<file path="src/rtl/arh_pkg.sv">
// Shared types and constants for the auto-rebinning histogram.
package arh_pkg;

    localparam logic [1:0] MODE_ADD   = 2'd0;
    localparam logic [1:0] MODE_READ  = 2'd1;
    localparam logic [1:0] MODE_CLEAR = 2'd2;

    localparam logic [1:0] CFG_LOG_SCALE = 2'd0;
    localparam logic [1:0] CFG_INIT_SIZE = 2'd1;
    localparam logic [1:0] CFG_BINS      = 2'd2;

    localparam int WIDTH_W = 48;

    // input word
    typedef struct packed {
        logic [1:0]  mode;
        logic [31:0] sample;
        logic [5:0]  bin_select;
    } t_in_word;

    // result word
    typedef struct packed {
        logic [5:0]  bin_number;
        logic [31:0] bin_value;
        logic [63:0] samples_seen;
        logic [31:0] largest_sample;
        logic [63:0] running_sum;
        logic [63:0] running_square_sum;
        logic [5:0]  top_bin;
        logic [47:0] current_width;
    } t_out_word;

    // configuration write
    typedef struct packed {
        logic [1:0]  index;
        logic [15:0] data;
    } t_cfg_word;

endpackage

</file>
<file path="src/rtl/arh_front.sv">
// Front end: accepts words, updates running statistics, queues commands.
module arh_front #(
    parameter int SAMPLE_WIDTH = 32
) (
    input  logic               i_clk,
    input  logic               i_rst_n,
    input  logic               i_clear_stats,
    input  logic               i_valid,
    output logic               o_ready,
    input  arh_pkg::t_in_word  i_word,
    output logic               o_valid,
    input  logic               i_ready,
    output arh_pkg::t_in_word  o_word,
    output logic [31:0]        o_max,
    output logic [63:0]        o_tally,
    output logic [63:0]        o_sum,
    output logic [63:0]        o_sq
);
    import arh_pkg::*;

    // two-entry queue toward the back end
    t_in_word    r_q [2];
    logic [1:0]  r_cnt;
    logic        r_wp, r_rp;
    logic [SAMPLE_WIDTH-1:0] r_max;
    logic [63:0] r_tally, r_sum, r_sq;
    logic        take, give;
    logic [SAMPLE_WIDTH-1:0] v;
    logic [63:0] sq;

    assign o_ready = (r_cnt != 2'd2);
    assign take    = i_valid && o_ready;
    assign o_valid = (r_cnt != 2'd0);
    assign give    = o_valid && i_ready;
    assign o_word  = r_q[r_rp];
    assign v       = o_word.sample[SAMPLE_WIDTH-1:0];
    assign sq      = 64'(v) * 64'(v);

    always_ff @(posedge i_clk) begin
        if (!i_rst_n) begin
            r_cnt <= '0; r_wp <= 1'b0; r_rp <= 1'b0;
        end else begin
            if (take) r_wp <= ~r_wp;
            if (give) r_rp <= ~r_rp;
            r_cnt <= r_cnt + 2'(take) - 2'(give);
        end
        if (take) r_q[r_wp] <= i_word;
    end

    // statistics follow the word as it moves to the back end, so a result
    // shows the totals up to and including its own word
    always_ff @(posedge i_clk) begin
        if (!i_rst_n || i_clear_stats) begin
            r_max <= '0; r_tally <= '0; r_sum <= '0; r_sq <= '0;
        end else if (give && o_word.mode == MODE_ADD) begin
            if (v > r_max) r_max <= v;
            r_tally <= r_tally + 64'd1;
            r_sum   <= r_sum + 64'(v);
            r_sq    <= r_sq + sq;
        end else if (give && o_word.mode == MODE_CLEAR) begin
            r_max <= '0; r_tally <= '0; r_sum <= '0; r_sq <= '0;
        end
    end

    assign o_max   = 32'(r_max);
    assign o_tally = r_tally;
    assign o_sum   = r_sum;
    assign o_sq    = r_sq;
endmodule

</file>
<file path="config.mk">
export PLATFORM = sky130hd
export DESIGN_NAME = arh_front
export DESIGN_NICKNAME = d
export VERILOG_FILES = /design/src/rtl/arh_pkg.sv /design/src/rtl/arh_front.sv
export SDC_FILE = /design/constraint.sdc
export NUM_CORES = 2
export LEC_CHECK = 0
export ABC_AREA = 1
export BUFFER_PORTS_ARGS = -buffer_cell sky130_fd_sc_hd__buf_2
export CORE_MARGIN = 5
export CORE_UTILIZATION = 58
export CTS_CLUSTER_DIAMETER = 40
export DETAILED_ROUTE_END_ITERATION = 7
export MAX_ROUTING_LAYER = met4
export PLACE_DENSITY = 0.8
export SYNTH_ARGS = -nofsm -noshare
export SYNTH_HDL_FRONTEND = slang
export SYNTH_SLANG_ARGS = --single-unit
</file>
<file path="constraint.sdc">
create_clock -name i_clk -period 7.6 [get_ports i_clk]
set_input_delay 1.14 -clock i_clk [delete_from_list [all_inputs] [get_ports i_clk]]
set_output_delay 1.14 -clock i_clk [all_outputs]
set_load 0.05 [all_outputs]
</file>
After elaboration in Yosys (flattened, before gate mapping) --
Memories as Yosys holds them, arrays and structs flattened. A register that Yosys moved wholly into a read port is not among the register bits. Cells that the tools add are included. W data, S select, Z words.
Operators by class: $add $sub $neg 5, multiply operators 1, div/mod/pow operators 0, magnitude comparators 1, equality and inequality tests 3, shifts and indexed selects 0, multiplexer cells 11, bitwise operators 2, reductions and logical operators 10
Operators with widths (count):
- $mux W64 | 4
- $mux W32 | 3
- $add A64 B1 Y64 const B | 1
- $add A64 B32 Y64 | 1
- $add A64 B64 Y64 | 1
- $mul A32 B32 Y64 | 1
- $gt A32 B32 Y1 | 1
- $logic_and A1 B1 Y1 | 4
- $mux W1 | 4
- $reduce_bool A2 Y1 | 2
- $add A2 B1 Y2 | 1
- $eq A2 B2 Y1 const B | 1
- $logic_not A2 Y1 | 1
- $ne A2 B1 Y1 const B | 1
- $ne A2 B2 Y1 const B | 1
- $not A1 Y1 | 2
- $reduce_and A2 Y1 | 1
- $sub A2 B1 Y2 | 1
- $logic_not A1 Y1 | 1
- $logic_or A1 B1 Y1 | 1
Storage, ports and cells: bits in registers 228, latch bits 0, memory bits (writable) 80, bits in read-only memories 0, bits of input ports 45, output and inout bits 266, memories kept 1
Memories:
- r_q | words 2, width 40, read ports 1, clocked after memory_dff 1, wr ports 1, RTL line arh_front.sv:22 | t_in_word r_q [2];

Depth between registers and ports, before layout --
word-level depth 5, depth in mapped cells 37, depth with buffers taken out 34

Worst setup path after synthesis --
No wires, ideal clock.
path kind register to register, from register (tool-made name), to register r_sq[59], in the netlist o_sq[59], setup time 0.132 ns, arrival 7.614 ns, path slack -0.146 ns, cell stages (with the launch flop) 34, buffers on the path 4, period minus slack after synthesis 7.746 ns, cells stage by stage dfxtp_1 buf_4 buf_2 buf_2 o21ai_1 inv_1 clkbuf_1 nand2_1 fa_1 fa_1 inv_1 fa_1 inv_1 fa_1 inv_1 fa_1 fa_1 fa_1 inv_1 fa_1 inv_1 ha_1 nand2_1 nor2_1 inv_1 nor2_1 and2_1 nand2_1 nand3_1 nand2_1 nand2_1 nand2_1 nand3_1 a21oi_1
RTL lines:
- to (signal assigned) | RTL line arh_front.sv:59 | r_sq <= r_sq + sq;
- to (decl) | RTL line arh_front.sv:26 | logic [63:0] r_tally, r_sum, r_sq;

==> run_results.csv <==
group,metric,value,unit
status,status,"completed",
logic_synthesis,post_synthesis_share_of_cell_area_spent_on_full_adders_half_adders_and_majority_gates,43.52,%
sta,finClkSkew,0.05181,ns
logic_synthesis,synth_area_per_cell,7.589,um2
global_route,first_global_vias,47280,
drt,routed_wire_length_per_instance,21.34,um
logic_synthesis,post-synth-top-area-cell,"sky130_fd_sc_hd__fa_1",
sta,setup_tns,0,ns
logic_synthesis,netlist_top_cells_count,"sky130_fd_sc_hd__inv_1 (1779), sky130_fd_sc_hd__nand2_1 (1295), sky130_fd_sc_hd__fa_1 (873), sky130_fd_sc_hd__nor2_1 (631), sky130_fd_sc_hd__a21oi_1 (346)",
logic_synthesis,synth_sequential_area_ratio,14.21,%
floorplan,initial_core_util,58.64,%
logic_synthesis,yosys_warning_count,0,
critical_path,endpoint_required_time_on_the_critical_path,8.10,ns
global_route,grt_pass1_wl,270300,um
floorplan,die_width,301.1,um
sta,finalSetupViolCount,0,
drt,route.detailed.drc,0,
critical_path,cp_slowest_cell,"sky130_fd_sc_hd__fa_2",
logic_synthesis,synthesized_instance_count,6477,
logic_synthesis,dominantRegCellSynth,"sky130_fd_sc_hd__dfxtp_1",
logic_synthesis,synth-xor-area-share,0.3385,%
global_route,grt_antenna_before_repair,5,
final_layout,fill_cells,6718,
critical_path,setup.worst_path.end,"o_sq[55]",
cts,h_tree_levels,3,
critical_path,timing.critical_path.arrival,8.05,ns
global_route,global_route.overflow_total,0,
sta,min_period_over_period,99.37,%
placed_design,gp_congestion,1.061,
logic_synthesis,syn-cell-area,49160,um2
logic_synthesis,synth.top_cell.area_share,35.55,%
logic_synthesis,simple_gate_share_of_the_synthesized_area,21.12,%
drt,route.final.wire_length,178700,um
sta,f_max,132.4,MHz
critical_path,crit_path_frequent_cell,"sky130_fd_sc_hd__fa_1",
placed_design,place_hpwl,145600,um
cts,clock_sinks,309,
critical_path,timing.critical_path.from_type,"register",
final_layout,num-nets-final,8416,
logic_synthesis,synth-edff-count,80,
sta,timing.slew.headroom,21.48,%
critical_path,ff2ff_path_depth,34,
cts,clockRootBuffer,"sky130_fd_sc_hd__clkbuf_16",
critical_path,crit-reg2reg-capture,"o_sq[55]",
critical_path,worst_path_maximum_fanout,9,
cts,cts_hold_buf,0,
cts,clkSlewWorstSetupHoldPaths,0.06,ns
logic_synthesis,synth-seq-cells,309,
logic_synthesis,synth.distinct_cells,55,
flow_run,cap_viol_max_count,0,
critical_path,worst_r2r_setup_slack,0.05,ns
logic_synthesis,post_synth_main_area_contributors,"sky130_fd_sc_hd__fa_1 (36%), sky130_fd_sc_hd__inv_1 (14%), sky130_fd_sc_hd__nand2_1 (9.9%)",
cts,clock_latency_reported_for_the_late_side_of_the_worst_skew_pair,0.63,ns
final_layout,multi_input_comb_area,35900,um2
logic_synthesis,synthMostInstantiatedCell,"sky130_fd_sc_hd__inv_1",
hold_path,min-delay-path-class,"register to register",
drt,detail_route.vias_per_cell,5.483,
floorplan,die_height,301.1,um
logic_synthesis,yosys-mux-area-fraction,0.1578,%
global_route,grt_util_all_layers,40.27,%
sta,whs,0.4793,ns
logic_synthesis,synth-compound-area-share,5.495,%
floorplan,number_of_top_level_pins,311,
floorplan,dieArea,90670,um2
logic_synthesis,synth_top_family_by_area,"adder cells",
drt,drt_pre_antenna_iters,6,
placed_design,place.port_buffers,310,
cts,cts_tree,"yes",
critical_path,criticalPathCategory,"register to register",
final_layout,post_route_cells_drive_above_1_share,17.59,%
sta,timing_worst_slew_pin_value,1.178,ns
drt,routed-via-count,45920,
critical_path,max_stage_delay,0.62,ns
sta,hold_violations,0,
critical_path,timing.critical_path.to_type,"register",
floorplan,core_area,83820,um2
logic_synthesis,synth_nets,7708,
cts,cts_inserted_buffers,68,
cts,clockBufferDepth,3,
sta,drv_slew,0,
final_layout,area_delta_synth_final,21.15,%
drt,drt_iter0_markers,4000,
sta,period_minus_slack,7.552,ns
global_route,grt_max_degree,141,
sta,grt_setup_unrepaired,"yes",
logic_synthesis,asr_flop_ratio_synth,0,%
drt,postRouteAntennaNets,0,
final_layout,seqCellArea,6990,um2
floorplan,fp-row-count,106,
## how the worst min path moves through the flow
stage | endpoint | slack [ns] | cells after the start | from
6_report | o_sum[24] | 0.48 | 2 | o_sum[24]
5_1_grt | o_sum[26] | 0.50 | 2 | o_sum[26]
4_1_cts | r_rp | 0.47 | 1 | r_rp
3_5_place_dp | r_rp | 0.47 | 1 | r_rp
3_3_place_gp | r_rp | 0.44 | 1 | r_rp
2_1_floorplan | register | 0.43 | 1 | r_rp
## cell usage in the layout (no fill, tap or decap), drive strengths merged, types with 80 or more instances in the layout
cell | synthesis | layout
a21oi | 346 | 346
buf | 67 | 805
clkbuf | 103 | 85
dfxtp | 229 | 229
edfxtp | 80 | 80
fa | 873 | 873
ha | 313 | 313
inv | 1782 | 1792
nand2 | 1302 | 1302
nand3 | 283 | 283
nand4 | 105 | 105
nor2 | 645 | 645
o21ai | 137 | 137
## worst max-delay path, delay by kind of cell, from the launching register on
| family | cells | cell delay [ns] |
|---|---|---|
| adders and majority gates | 9 | 4.39 |
| DFF | 1 | 0.40 |
| AOI/OAI and AO/OA | 3 | 0.57 |
| and+or+nand+nor | 10 | 0.74 |
| buffers and inverters | 12 | 1.29 |
## layout make-up
type	instances	share of cell area, %
Multi-Input combinational cell	4206	60.28
Sequential cell	309	11.74
Inverter	1792	11.32
Timing Repair Buffer	808	10.26
Clock buffer	82	3.099
Tap cell	1134	2.382
Clock inverter	41	0.9097
Antenna cell	3	0.01261
## stage by stage
step | setup slack (ns) | cells | instance area, um2 | util (%)
after floorplan | -0.009539 | 6477 | 49160 | -
after global placement | -0.09049 | 8223 | 55640 | 66.38
after detailed placement | -0.1561 | 8223 | 55640 | 66.38
after CTS | -0.02103 | 8349 | 58210 | 69.44
after global routing | -0.1753 | 8374 | 59550 | 71.05
final | 0.04770 | 8375 | 59550 | 71.05
## per-layer routing
layer | track usage, % | share of wire, % | vias to the layer above
met3 | 9.812 | 11 | 631
li1 | - | - | 20660
met4 | 21.11 | 7.0 | 0
met1 | 48.51 | 37 | 22190
met2 | 63.34 | 46 | 2436
met5 | - | 0 | -
## cells by family after synthesis
group	count (synthesis)
flip-flops	309
XOR/XNOR	19
multiplexers	7
adder cells (fa/ha/maj)	1186
buffers and inverters	1962
AO/OA/AOI/OAI	517
AND/OR/NAND/NOR	2477
## flip-flops by register name, indices dropped and copies added, names as in the netlist, named ones only
name     cells
r_rp         1
r_cnt        2
o_sum       64
o_sq        64
r_wp         1
o_max       32
o_tally     64
r_q         80
## what timing repair did
item | in CTS | in global routing
cloned | 1 | 3
buffers inserted | 2 | 21
pin swaps | 2 | 59
resized for setup | 33 | 296
endpoints found under the setup margin | 29 | 45
Power is left out: the tool's default activity adds up to more than one toggle a clock period on the data nets, which glitch-free logic cannot reach.
