--- src/rtl/arh_pkg.sv ---
// Shared types and constants for the auto-rebinning histogram.
package arh_pkg;

    localparam logic [1:0] MODE_ADD   = 2'd0;
    localparam logic [1:0] MODE_READ  = 2'd1;
    localparam logic [1:0] MODE_CLEAR = 2'd2;

    localparam logic [1:0] CFG_LOG_SCALE = 2'd0;
    localparam logic [1:0] CFG_INIT_SIZE = 2'd1;
    localparam logic [1:0] CFG_BINS      = 2'd2;

    localparam int WIDTH_W = 48;

    // input word
    typedef struct packed {
        logic [1:0]  mode;
        logic [31:0] sample;
        logic [5:0]  bin_select;
    } t_in_word;

    // result word
    typedef struct packed {
        logic [5:0]  bin_number;
        logic [31:0] bin_value;
        logic [63:0] samples_seen;
        logic [31:0] largest_sample;
        logic [63:0] running_sum;
        logic [63:0] running_square_sum;
        logic [5:0]  top_bin;
        logic [47:0] current_width;
    } t_out_word;

    // configuration write
    typedef struct packed {
        logic [1:0]  index;
        logic [15:0] data;
    } t_cfg_word;

endpackage

--- src/rtl/arh_back.sv ---
// Back end: bin memory, rebinning sweep, clear sweep and result register.
module arh_back #(
    parameter int MAX_BINS     = 64,
    parameter int COUNT_WIDTH  = 32,
    parameter int SAMPLE_WIDTH = 32
) (
    input  logic               i_clk,
    input  logic               i_rst_n,
    input  logic               i_log_scale,
    input  logic [15:0]        i_init_size,
    input  logic [6:0]         i_bins,
    input  logic               i_valid,
    output logic               o_ready,
    input  arh_pkg::t_in_word  i_word,
    input  logic [31:0]        i_max,
    input  logic [63:0]        i_tally,
    input  logic [63:0]        i_sum,
    input  logic [63:0]        i_sq,
    output logic               o_valid,
    input  logic               i_ready,
    output arh_pkg::t_out_word o_word
);
    import arh_pkg::*;

    localparam int IW = $clog2(MAX_BINS);
    localparam int NW = IW + 1;
    localparam int VW = $clog2(SAMPLE_WIDTH);
    localparam logic [NW-1:0] NMAX = NW'(MAX_BINS);
    localparam logic [COUNT_WIDTH-1:0] CMAX = '1;

    localparam logic [3:0] S_IDLE = 4'd0, S_DEC = 4'd1, S_CHK = 4'd2,
        S_M0 = 4'd3, S_M1 = 4'd4, S_M2 = 4'd5, S_MZ = 4'd6, S_IDX = 4'd7,
        S_RD = 4'd8, S_WR = 4'd9, S_CLR = 4'd10, S_OUT = 4'd11, S_INIT = 4'd12;

    logic [COUNT_WIDTH-1:0] mem [MAX_BINS];
    logic [COUNT_WIDTH-1:0] r_rdata, r_a;
    logic [3:0]   r_st;
    logic [NW-1:0] r_i;
    logic [IW-1:0] r_idx;
    logic [WIDTH_W-1:0] r_w;
    logic [IW-1:0] r_top;
    t_in_word     r_cmd;
    logic         r_ov;
    t_out_word    r_out;
    logic [5:0]   r_num;
    logic [31:0]  r_val;
    logic [NW-1:0] n_act;
    logic [NW-1:0] bins_c;
    logic [WIDTH_W+NW-1:0] lim;
    logic [5:0]   lg;
    logic [COUNT_WIDTH:0] msum;
    logic [SAMPLE_WIDTH-1:0] v;
    logic [WIDTH_W-1:0] quo;
    logic         mem_we;
    logic [IW-1:0] mem_wa, mem_ra;
    logic [COUNT_WIDTH-1:0] mem_wd;
    logic         out_load;
    // division by the bin width: a restoring divider, one quotient bit a cycle
    logic [5:0]   r_dc;
    logic [WIDTH_W-1:0] r_rem, r_quo;
    logic [WIDTH_W-1:0] dsh;

    // active bin count: clamp, even, at least two
    always_comb begin
        bins_c = (32'(i_bins) > 32'(MAX_BINS)) ? NMAX : NW'(i_bins);
        n_act = {bins_c[NW-1:1], 1'b0};
        if (n_act < NW'(2)) n_act = NW'(2);
    end

    assign v   = r_cmd.sample[SAMPLE_WIDTH-1:0];
    assign lim = (WIDTH_W+NW)'(n_act) * (WIDTH_W+NW)'(r_w);

    // floor(log2)+1 of the sample, sweep-free priority search
    always_comb begin
        lg = '0;
        for (int k = 0; k < SAMPLE_WIDTH; k++)
            if (v[k]) lg = 6'(k + 1);
    end

    assign msum = {1'b0, r_a} + {1'b0, r_rdata};
    assign dsh  = {r_rem[WIDTH_W-2:0], v[VW'(r_dc - 6'd1)]};
    assign quo  = r_quo;

    always_comb begin
        mem_we = 1'b0; mem_wa = r_i[IW-1:0]; mem_wd = '0; mem_ra = r_i[IW-1:0];
        case (r_st)
            S_M0:    mem_ra = IW'({r_i, 1'b0});
            S_M1:    mem_ra = IW'({r_i, 1'b1});
            S_M2: begin
                mem_we = 1'b1; mem_wa = r_i[IW-1:0];
                mem_wd = msum[COUNT_WIDTH] ? CMAX : msum[COUNT_WIDTH-1:0];
            end
            S_MZ, S_CLR, S_INIT: begin
                mem_we = 1'b1; mem_wa = r_i[IW-1:0];
            end
            S_IDX, S_RD: mem_ra = r_idx;
            S_WR: begin
                mem_we = (r_cmd.mode == MODE_ADD) && (r_rdata != CMAX);
                mem_wa = r_idx; mem_wd = r_rdata + COUNT_WIDTH'(1);
            end
            default: ;
        endcase
    end

    always_ff @(posedge i_clk) begin
        if (mem_we) mem[mem_wa] <= mem_wd;
        r_rdata <= mem[mem_ra];
    end

    // the result register frees the back end while a result waits
    assign out_load = (r_st == S_OUT) && (!r_ov || i_ready);
    assign o_ready  = (r_st == S_IDLE);
    assign o_valid  = r_ov;
    assign o_word   = r_out;

    always_ff @(posedge i_clk) begin
        if (!i_rst_n) begin
            r_st <= S_INIT; r_i <= '0; r_ov <= 1'b0; r_top <= '0;
            r_w <= WIDTH_W'(1);
        end else begin
            if (out_load) r_ov <= 1'b1;
            else if (r_ov && i_ready) r_ov <= 1'b0;
            case (r_st)
                S_INIT: begin
                    r_i <= r_i + NW'(1);
                    if (r_i == NMAX - NW'(1)) begin
                        r_st <= S_IDLE;
                        r_w <= (i_init_size == 16'd0) ? WIDTH_W'(1) : WIDTH_W'(i_init_size);
                    end
                end
                S_IDLE: if (i_valid) begin
                    r_cmd <= i_word; r_st <= S_DEC;
                end
                S_DEC: begin
                    r_i <= '0;
                    case (r_cmd.mode)
                        MODE_ADD: r_st <= i_log_scale ? S_IDX : S_CHK;
                        MODE_READ: begin
                            r_idx <= IW'(r_cmd.bin_select);
                            r_st  <= S_RD;
                        end
                        MODE_CLEAR: r_st <= S_CLR;
                        default: begin
                            r_num <= '0; r_val <= '0;
                            r_st  <= S_OUT;
                        end
                    endcase
                    if (r_cmd.mode == MODE_ADD && i_log_scale)
                        r_idx <= (32'(lg) >= 32'(n_act)) ? IW'(n_act - NW'(1)) : IW'(lg);
                end
                S_CHK: begin
                    r_i <= '0;
                    if ((WIDTH_W+NW)'(i_max) >= lim) r_st <= S_M0;
                    else begin
                        r_st <= S_IDX; r_dc <= 6'(SAMPLE_WIDTH); r_rem <= '0; r_quo <= '0;
                    end
                end
                S_M0: r_st <= S_M1;
                S_M1: begin r_a <= r_rdata; r_st <= S_M2; end
                S_M2: begin
                    if (r_i == (n_act >> 1) - NW'(1)) r_st <= S_MZ;
                    else r_st <= S_M0;
                    r_i <= r_i + NW'(1);
                end
                S_MZ: begin
                    r_i <= r_i + NW'(1);
                    if (r_i == n_act - NW'(1)) begin
                        r_w <= r_w << 1; r_st <= S_CHK;
                    end
                end
                S_IDX: begin
                    if (i_log_scale) r_st <= S_RD;
                    else if (r_dc != 6'd0) begin
                        // shift in next sample bit, subtract if possible
                        if (dsh >= r_w) begin
                            r_rem <= dsh - r_w;
                            r_quo <= {r_quo[WIDTH_W-2:0], 1'b1};
                        end else begin
                            r_rem <= dsh;
                            r_quo <= {r_quo[WIDTH_W-2:0], 1'b0};
                        end
                        r_dc <= r_dc - 6'd1;
                    end else begin
                        r_idx <= (quo >= WIDTH_W'(n_act)) ? IW'(n_act - NW'(1)) : IW'(quo);
                        r_st <= S_RD;
                    end
                end
                S_RD: r_st <= S_WR;
                S_WR: begin
                    if (r_cmd.mode == MODE_ADD) begin
                        r_num <= 6'(r_idx);
                        r_val <= 32'((r_rdata != CMAX) ? r_rdata + COUNT_WIDTH'(1) : r_rdata);
                        if (r_idx > r_top) r_top <= r_idx;
                    end else begin
                        r_num <= r_cmd.bin_select;
                        r_val <= (32'(r_cmd.bin_select) < 32'(n_act)) ? 32'(r_rdata) : 32'd0;
                    end
                    r_st <= S_OUT;
                end
                S_CLR: begin
                    r_i <= r_i + NW'(1);
                    if (r_i == NMAX - NW'(1)) begin
                        r_top <= '0;
                        r_w <= (i_init_size == 16'd0) ? WIDTH_W'(1) : WIDTH_W'(i_init_size);
                        r_num <= '0; r_val <= '0;
                        r_st <= S_OUT;
                    end
                end
                S_OUT: if (out_load) r_st <= S_IDLE;
                default: r_st <= S_IDLE;
            endcase
        end
        if (out_load) begin
            r_out.bin_number         <= r_num;
            r_out.bin_value          <= r_val;
            r_out.samples_seen       <= i_tally;
            r_out.largest_sample     <= i_max;
            r_out.running_sum        <= i_sum;
            r_out.running_square_sum <= i_sq;
            r_out.top_bin            <= 6'(r_top);
            r_out.current_width      <= r_w;
        end
    end

    a_no_take_busy: assert property (@(posedge i_clk) disable iff (!i_rst_n)
        (r_st != S_IDLE) |-> !o_ready) else $error("busy back end ready");
    a_width_nz: assert property (@(posedge i_clk) disable iff (!i_rst_n)
        (r_st == S_IDLE) |-> (r_w != '0)) else $error("zero bin width");
    a_out_hold: assert property (@(posedge i_clk) disable iff (!i_rst_n)
        (r_ov && !i_ready) |=> r_ov) else $error("result dropped");
endmodule

--- config.mk ---
export PLATFORM = sky130hd
export DESIGN_NAME = arh_back
export DESIGN_NICKNAME = d
export VERILOG_FILES = /design/src/rtl/arh_pkg.sv /design/src/rtl/arh_back.sv
export SDC_FILE = /design/constraint.sdc
export NUM_CORES = 2
export LEC_CHECK = 0
export BUFFER_PORTS_ARGS = -buffer_cell sky130_fd_sc_hd__clkbuf_2
export CORE_MARGIN = 2
export CORE_UTILIZATION = 30
export DETAILED_ROUTE_END_ITERATION = 7
export GPL_ROUTABILITY_DRIVEN = 0
export PLACE_DENSITY = 0.53
export SYNTH_ARGS = -nofsm -noshare
export SYNTH_HDL_FRONTEND = slang
export SYNTH_SLANG_ARGS = --single-unit
--- constraint.sdc ---
create_clock -name i_clk -period 21.7 [get_ports i_clk]
set_clock_uncertainty 0.1 [all_clocks]
set_input_delay 3.255 -clock i_clk [delete_from_list [all_inputs] [get_ports i_clk]]
set_output_delay 3.255 -clock i_clk [all_outputs]
set_load 0.005 [all_outputs]
# Word-level counts from Yosys, hierarchy flattened
# Memory sizes are Yosys's and may differ from the RTL's. A register that Yosys moved wholly into a read port is not among the register bits.
# Index checks and enable logic that the tools add are counted.
dict set report word_totals {
  ff_bits 599
  mem_bits_rw 2048
  inputBits 292
  out_inout_bits 318
  word_cells 199
  mem_count 1
}
# memory depth word_bits read_ports rd_ports_with_merged_regs wr line
set memory_table {}
lappend memory_table {mem 64 32 1 1 1 arh_back.sv:35} ;# logic [COUNT_WIDTH-1:0] mem [MAX_BINS];
dict set report classes {
  n_addsub 7
  mul 1
  magnitude_cmp 9
  n_eq_ne 33
  mux 95
  n_reduce_logical 30
}
# cell n
set op_table {}
lappend op_table {{6-bit 2-to-1 mux} 45}
lappend op_table {{48-bit 2-to-1 mux} 5}
lappend op_table {{32-bit 2-to-1 mux} 6}
lappend op_table {{48-bit one-hot mux with 2 select lines} 2}
lappend op_table {{47-bit 2-to-1 mux} 3}
lappend op_table {{32-bit one-hot mux with 3 select lines} 1}
lappend op_table {{47-bit one-hot mux with 2 select lines} 1}
lappend op_table {{32-bit one-hot mux with 2 select lines} 1}
lappend op_table {{32-bit by 55-bit >= comparator with 1-bit output} 1}
lappend op_table {{7-bit by 48-bit multiplier with 55-bit output} 1}
lappend op_table {{4-bit one-hot mux with 13 select lines} 1}
lappend op_table {{48-bit >= comparator} 1}
lappend op_table {{48-bit by 7-bit >= comparator with 1-bit output} 1}
lappend op_table {{47-bit subtractor} 1}
lappend op_table {{6-bit one-hot mux with 2 select lines} 3}
lappend op_table {{6-bit one-hot mux with 3 select lines} 2}
lappend op_table {{32-bit by 32-bit adder with 33-bit output} 1}
lappend op_table {{32-bit by 1-bit adder with 32-bit output, second input constant} 1}
lappend op_table {{32-bit != test, second input constant} 1}
lappend op_table {{4-bit 2-to-1 mux} 7}
lappend op_table {{2-bit != test, second input constant} 12}
lappend op_table {{4-bit equality test, second input constant} 5}
lappend op_table {{4-bit by 3-bit equality test with 1-bit output, second input constant} 4}
lappend op_table {{16-bit logical NOT} 1}
lappend op_table {{other kinds (44)} 68}

# Logic depth before layout (Yosys ltp)
dict set report logic_depth {
  word_depth 36
  ltp_mapped 36
  ltp_nobuf 33
}

# Worst setup path after synthesis
# No wires, ideal clock.
dict set report synth_timing {
  path_type {input-to-reg}
  start {in i_ready}
  end {reg r_out, in the netlist o_word[0], enable pin}
  setup_ps 1036
  t_arrival_ps 17227
  t_required_ps 20564
  slack_ps 3337
  path_stages 2
  path_buffers 0
  path_cell_list {nand2b_1 nor2b_1}
}
dict set report synth_between {
  elab_chain_len 2
}
# element line
set synth_rtl {}
lappend synth_rtl {{from (decl)} arh_back.sv:20} ;# input logic i_ready,
lappend synth_rtl {{1-bit logical OR} arh_back.sv:111} ;# assign out_load = (r_st == S_OUT) && (!r_ov || i_ready);
lappend synth_rtl {{1-bit logical AND} arh_back.sv:111}
lappend synth_rtl {{via out_load} arh_back.sv:57} ;# logic out_load;
lappend synth_rtl {{to (decl)} arh_back.sv:44} ;# t_out_word r_out;
# The timed path passes the listed nets, and every way through them passes these cells.
# A chain may end at the register's enable or synchronous reset.

# Worst setup path after layout
dict set report layout_timing {
  start {in i_bins[6]}
  end {reg r_quo[31], in the netlist quo[31], enable pin}
}
dict set report layout_between {
  elab_chain_len 8
}
# element line
set layout_rtl {}
lappend layout_rtl {{from (decl)} arh_back.sv:11} ;# input logic [6:0] i_bins,
lappend layout_rtl {{7-bit > comparator} arh_back.sv:65} ;# bins_c = (32'(i_bins) > 32'(MAX_BINS)) ? NMAX : NW'(i_bins);
lappend layout_rtl {{7-bit 2-to-1 mux (*)} arh_back.sv:65}
lappend layout_rtl {{7-bit by 2-bit < comparator with 1-bit output} arh_back.sv:67} ;# if (n_act < NW'(2)) n_act = NW'(2);
lappend layout_rtl {{7-bit 2-to-1 mux (*)} arh_back.sv:67}
lappend layout_rtl {{7-bit by 48-bit multiplier with 55-bit output (*)} arh_back.sv:71} ;# assign lim = (WIDTH_W+NW)'(n_act) * (WIDTH_W+NW)'(r_w);
lappend layout_rtl {{32-bit by 55-bit >= comparator with 1-bit output (*)} arh_back.sv:153} ;# if ((WIDTH_W+NW)'(i_max) >= lim) r_st <= S_M0;
lappend layout_rtl {{2-bit != test (no source line) (*)} n/a}
lappend layout_rtl {{5-bit AND reduction (no source line) (*)} n/a}
lappend layout_rtl {{to (signal assigned)} arh_back.sv:177} ;# r_quo <= {r_quo[WIDTH_W-2:0], 1'b1};
lappend layout_rtl {{to (signal assigned)} arh_back.sv:180} ;# r_quo <= {r_quo[WIDTH_W-2:0], 1'b0};
lappend layout_rtl {{to (decl)} arh_back.sv:60} ;# logic [WIDTH_W-1:0] r_rem, r_quo;
# Every way passes the cells marked *; elsewhere a longest branch is shown, timed or not.

==> metrics.md <==
| Metric | Value |
|---|---|
| Io pins | 610 |
| Critical path type | input pin to register |
| CTS root buf | clkbuf_16 |
| Worst Setup End Kind | register |
| Final setup viols | 0 |
| Status | finished, violations left |
| Total CTS buffers | 301 |
| Core Util, Final | between 30% and 40% |
| Layout cell share with drive strength beyond 1 | between 10% and 20% |
| Reg area | a little under 0.08 sq mm |
| Power per Cell Area | roughly 120 mW/mm^2 |
| Post-Syn Instances | a little under 10000 |
| RSZ-0062 raised after global routing | no |
| Final worst slack | approximately 9.4 ns |
| Non-filler cells in the finished layout | 15800 |
| Slew Limit Fails | 2 |
| Clock group share of total power | between 20% and 30% |
| Fillers | between 30000 and 40000 |
| Cell mode on critical path | buf_4 |
| Post-synth EDFFs | 2581 |
| Synth Area per Inst | 12.3 sq um |
| Grt ovf | 0 |
| Sw power | approximately 6.6 mW |
| Initial DRC Count | about 7500 |
| Inst Count DP | approximately 15000 |
| Failing checks | antenna violations, max-capacitance violations, max-slew violations |
| Die area | a little over 0.4 sq mm |
| H-tree depth | 5 |
| Max incr delay on CP | a little under 0.6 ns |
| Asr flop ratio synth | 0% |
| Tot Pwr | between 15 and 20 mW |
| R2r worst-path depth | 27 |
| Routed Antenna Nets | 1 |
| Clock Sinks | roughly 2700 |
| Gr usage total | ~18% |
| Worst-skew pair later-pin latency | ~0.95 ns |
| Ys Warns | 0 |
| Max rail drop VDD | about 0.17 mV |
| Net count, final | approximately 11000 |
| Pre-CTS setup slack | around 8.5 ns |
| Post-CTS setup buffers | 0 |
| Seq cells post-synth | 2679 |
| Via count | 81100 |
| Worst setup startpoint | i_bins[6] |
| Count of input and output buffers | approximately 610 |
| WL final | 377 mm |
| Worst-Margin Slew | around 1.6 ns |
| Max-cap violation count | 1 |
| Hold Slack | around 0.32 ns |
| Syn Nets | ~10000 |
| Hold Fails Final Rpt | 0 |
| Clock transition at path regs | 0.06 ns |
| Worst Hold Class | register to register |
| Pre-Repair DR Iteration Count | 6 |
| Final Critical Period | between 10 and 15 ns |
| Vias/cell | just over 5 |
| Min-Delay Path Depth | 0 |
| Critical path launch point type | input pin |
| Routed WL per cell | between 20 and 25 um |
| Hold_sp | r_val[4]$_SDFFCE_PN0P_ |
| DRC violations left | 0 |
| Post-cts hold buffer count | 0 |
| Setup TNS Final | 0 ns |
| Area after DPL | roughly 0.13 sq mm |
| Comb pwr share | about a third |
| Post-DP HPWL | about 220 mm |
| Die Y | 635 um |
| Syn Std Cell Area | 0.120 sq mm |
| Worst r2r src | r_w[9]$_SDFFE_PN0P_ |
| Post-synthesis sequential area ratio | roughly two thirds |
| Crit path max fanout | 70 |
| Peak Freq | 0.0812 GHz |
| Initial core utilization | 30.2% |
| Share of power burned in registers | between 30% and 40% |
| Yosys cell types | 92 |
| Final period utilization | 56.8% |
| Slew headroom | -5.70% |
| Chip width | between 600 and 700 um |
| Vias in the first global route | 77000 |
| Leak pwr | approximately 50 nW |
| Row Count | between 200 and 250 |
| CP max stage cell | nor4_2 |
| CTS resizes | 0 |
| CTS tree | yes |
| Clk buf depth | 4 |
| Initial antenna violation count | 33 |
| Multi-input gate area | about 0.038 sq mm |
| Final non-filler cell area | about 0.14 sq mm |
| Pint | 10.5 mW |
| Top_reg_cell synth | edfxtp_1 |
| Arrival @ worst endpoint | between 10 and 15 ns |
| First-pass GRT wire length | ~540 mm |
| WP data required | between 20 and 25 ns |
| Core area | 0.396 sq mm |
| Area grow syn2layout | 16.4% |
| Sw frac | 38.4% |
| Largest net degree at the start of global routing | roughly 140 |
[worst paths after layout]
check	end	slack [ns]
hold / removal	o_word[282]$_DFFE_PP_	0.32
hold reg to reg	o_word[282]$_DFFE_PP_	0.32
setup / recovery	quo[31]$_SDFFCE_PN0P_	9.38
setup reg to reg	quo[31]$_SDFFCE_PN0P_	12.74
[cells in the final DEF, fill, tap and decap left out, types with 187 or more instances in the layout]
| master | n |
|---|---|
| nor2_1 | 416 |
| a21oi_1 | 279 |
| buf_4 | 214 |
| nand2_1 | 2349 |
| ha_1 | 248 |
| and3_1 | 224 |
| nand3_1 | 872 |
| clkbuf_2 | 608 |
| fa_1 | 187 |
| a311oi_1 | 370 |
| edfxtp_1 | 2581 |
| clkbuf_16 | 308 |
| inv_1 | 209 |
[cell families after synthesis]
| group | count (synthesis) | share of synthesized area (%) |
|---|---|---|
| AOI/OAI and AO/OA | 1339 | 7.94 |
| xor gates and xnor gates | 146 | 1.07 |
| adders and majority gates | 435 | 5.73 |
| buffers and inverters | 808 | 2.68 |
| DFF | 2679 | 66.5 |
| muxes | 51 | 0.534 |
| and+or+nand+nor | 4282 | 15.6 |
[power by group through the flow]
stage / clock network, mW / logic, mW / registers (mW)
6_report: 4.90 / 5.88 / 6.30
5_1_grt: 5.20 / 6.40 / 6.31
4_1_cts: 5.01 / 5.87 / 6.29
3_5_place_dp: 0 / 5.86 / 6.40
3_3_place_gp: 0 / 5.84 / 6.40
2_1_floorplan: 0 / 3.74 / 6.39
[critical path: cells and delay by family]
family | cells | cell delay (ns)
adders and majority gates | 6 | 2.46
AOI/OAI and AO/OA | 13 | 3.06
xor gates and xnor gates | 1 | 0.11
and+or+nand+nor | 5 | 1.23
buffers and inverters | 10 | 2.48
[sequential cells by signal (all words and copies together), names as in the netlist]
signal and count:
mem 2048, o_valid 1, o_word 316, quo 48, r_a 32, r_cmd 8, r_dc 6, r_i 7
r_idx 6, r_num 6, r_rdata 32, r_rem 47, r_st 4, r_top 6, r_val 32, r_w 48
v 32
[final cells by class]
class	count	share of cell area, %
Sequential cell	2679	57.1
Inverter	216	0.583
Timing Repair Buffer	834	3.51
Clock buffer	388	5.80
Antenna cell	20	0.0360
Clock inverter	151	0.932
Multi-Input combinational cell	6253	27.3
Tap cell	5242	4.71
[routing by layer]
layer | GRT usage [%] | wire [um] | up-vias
li1 | - | - | 36800
met1 | 24.8 | 164000 | 41000
met2 | 29.3 | 176000 | 2837
met3 | 2.92 | 26300 | 490
met4 | 4.85 | 10700 | 16
met5 | 0 | 105 | -
[cell usage after synthesis, drive strengths merged, types with 176 or more instances]
cell	number	area share, %
nand3	876	3.7
edfxtp	2581	65
nand2	2353	7.4
a21oi	283	1.2
o21ai	190	0.80
ha	248	2.6
nor2	483	1.5
and3	226	1.2
a311oi	372	2.7
clkbuf	416	1.3
inv	213	0.67
fa	187	3.1
buf	176	0.69
Power figures use the tool's default switching activity.
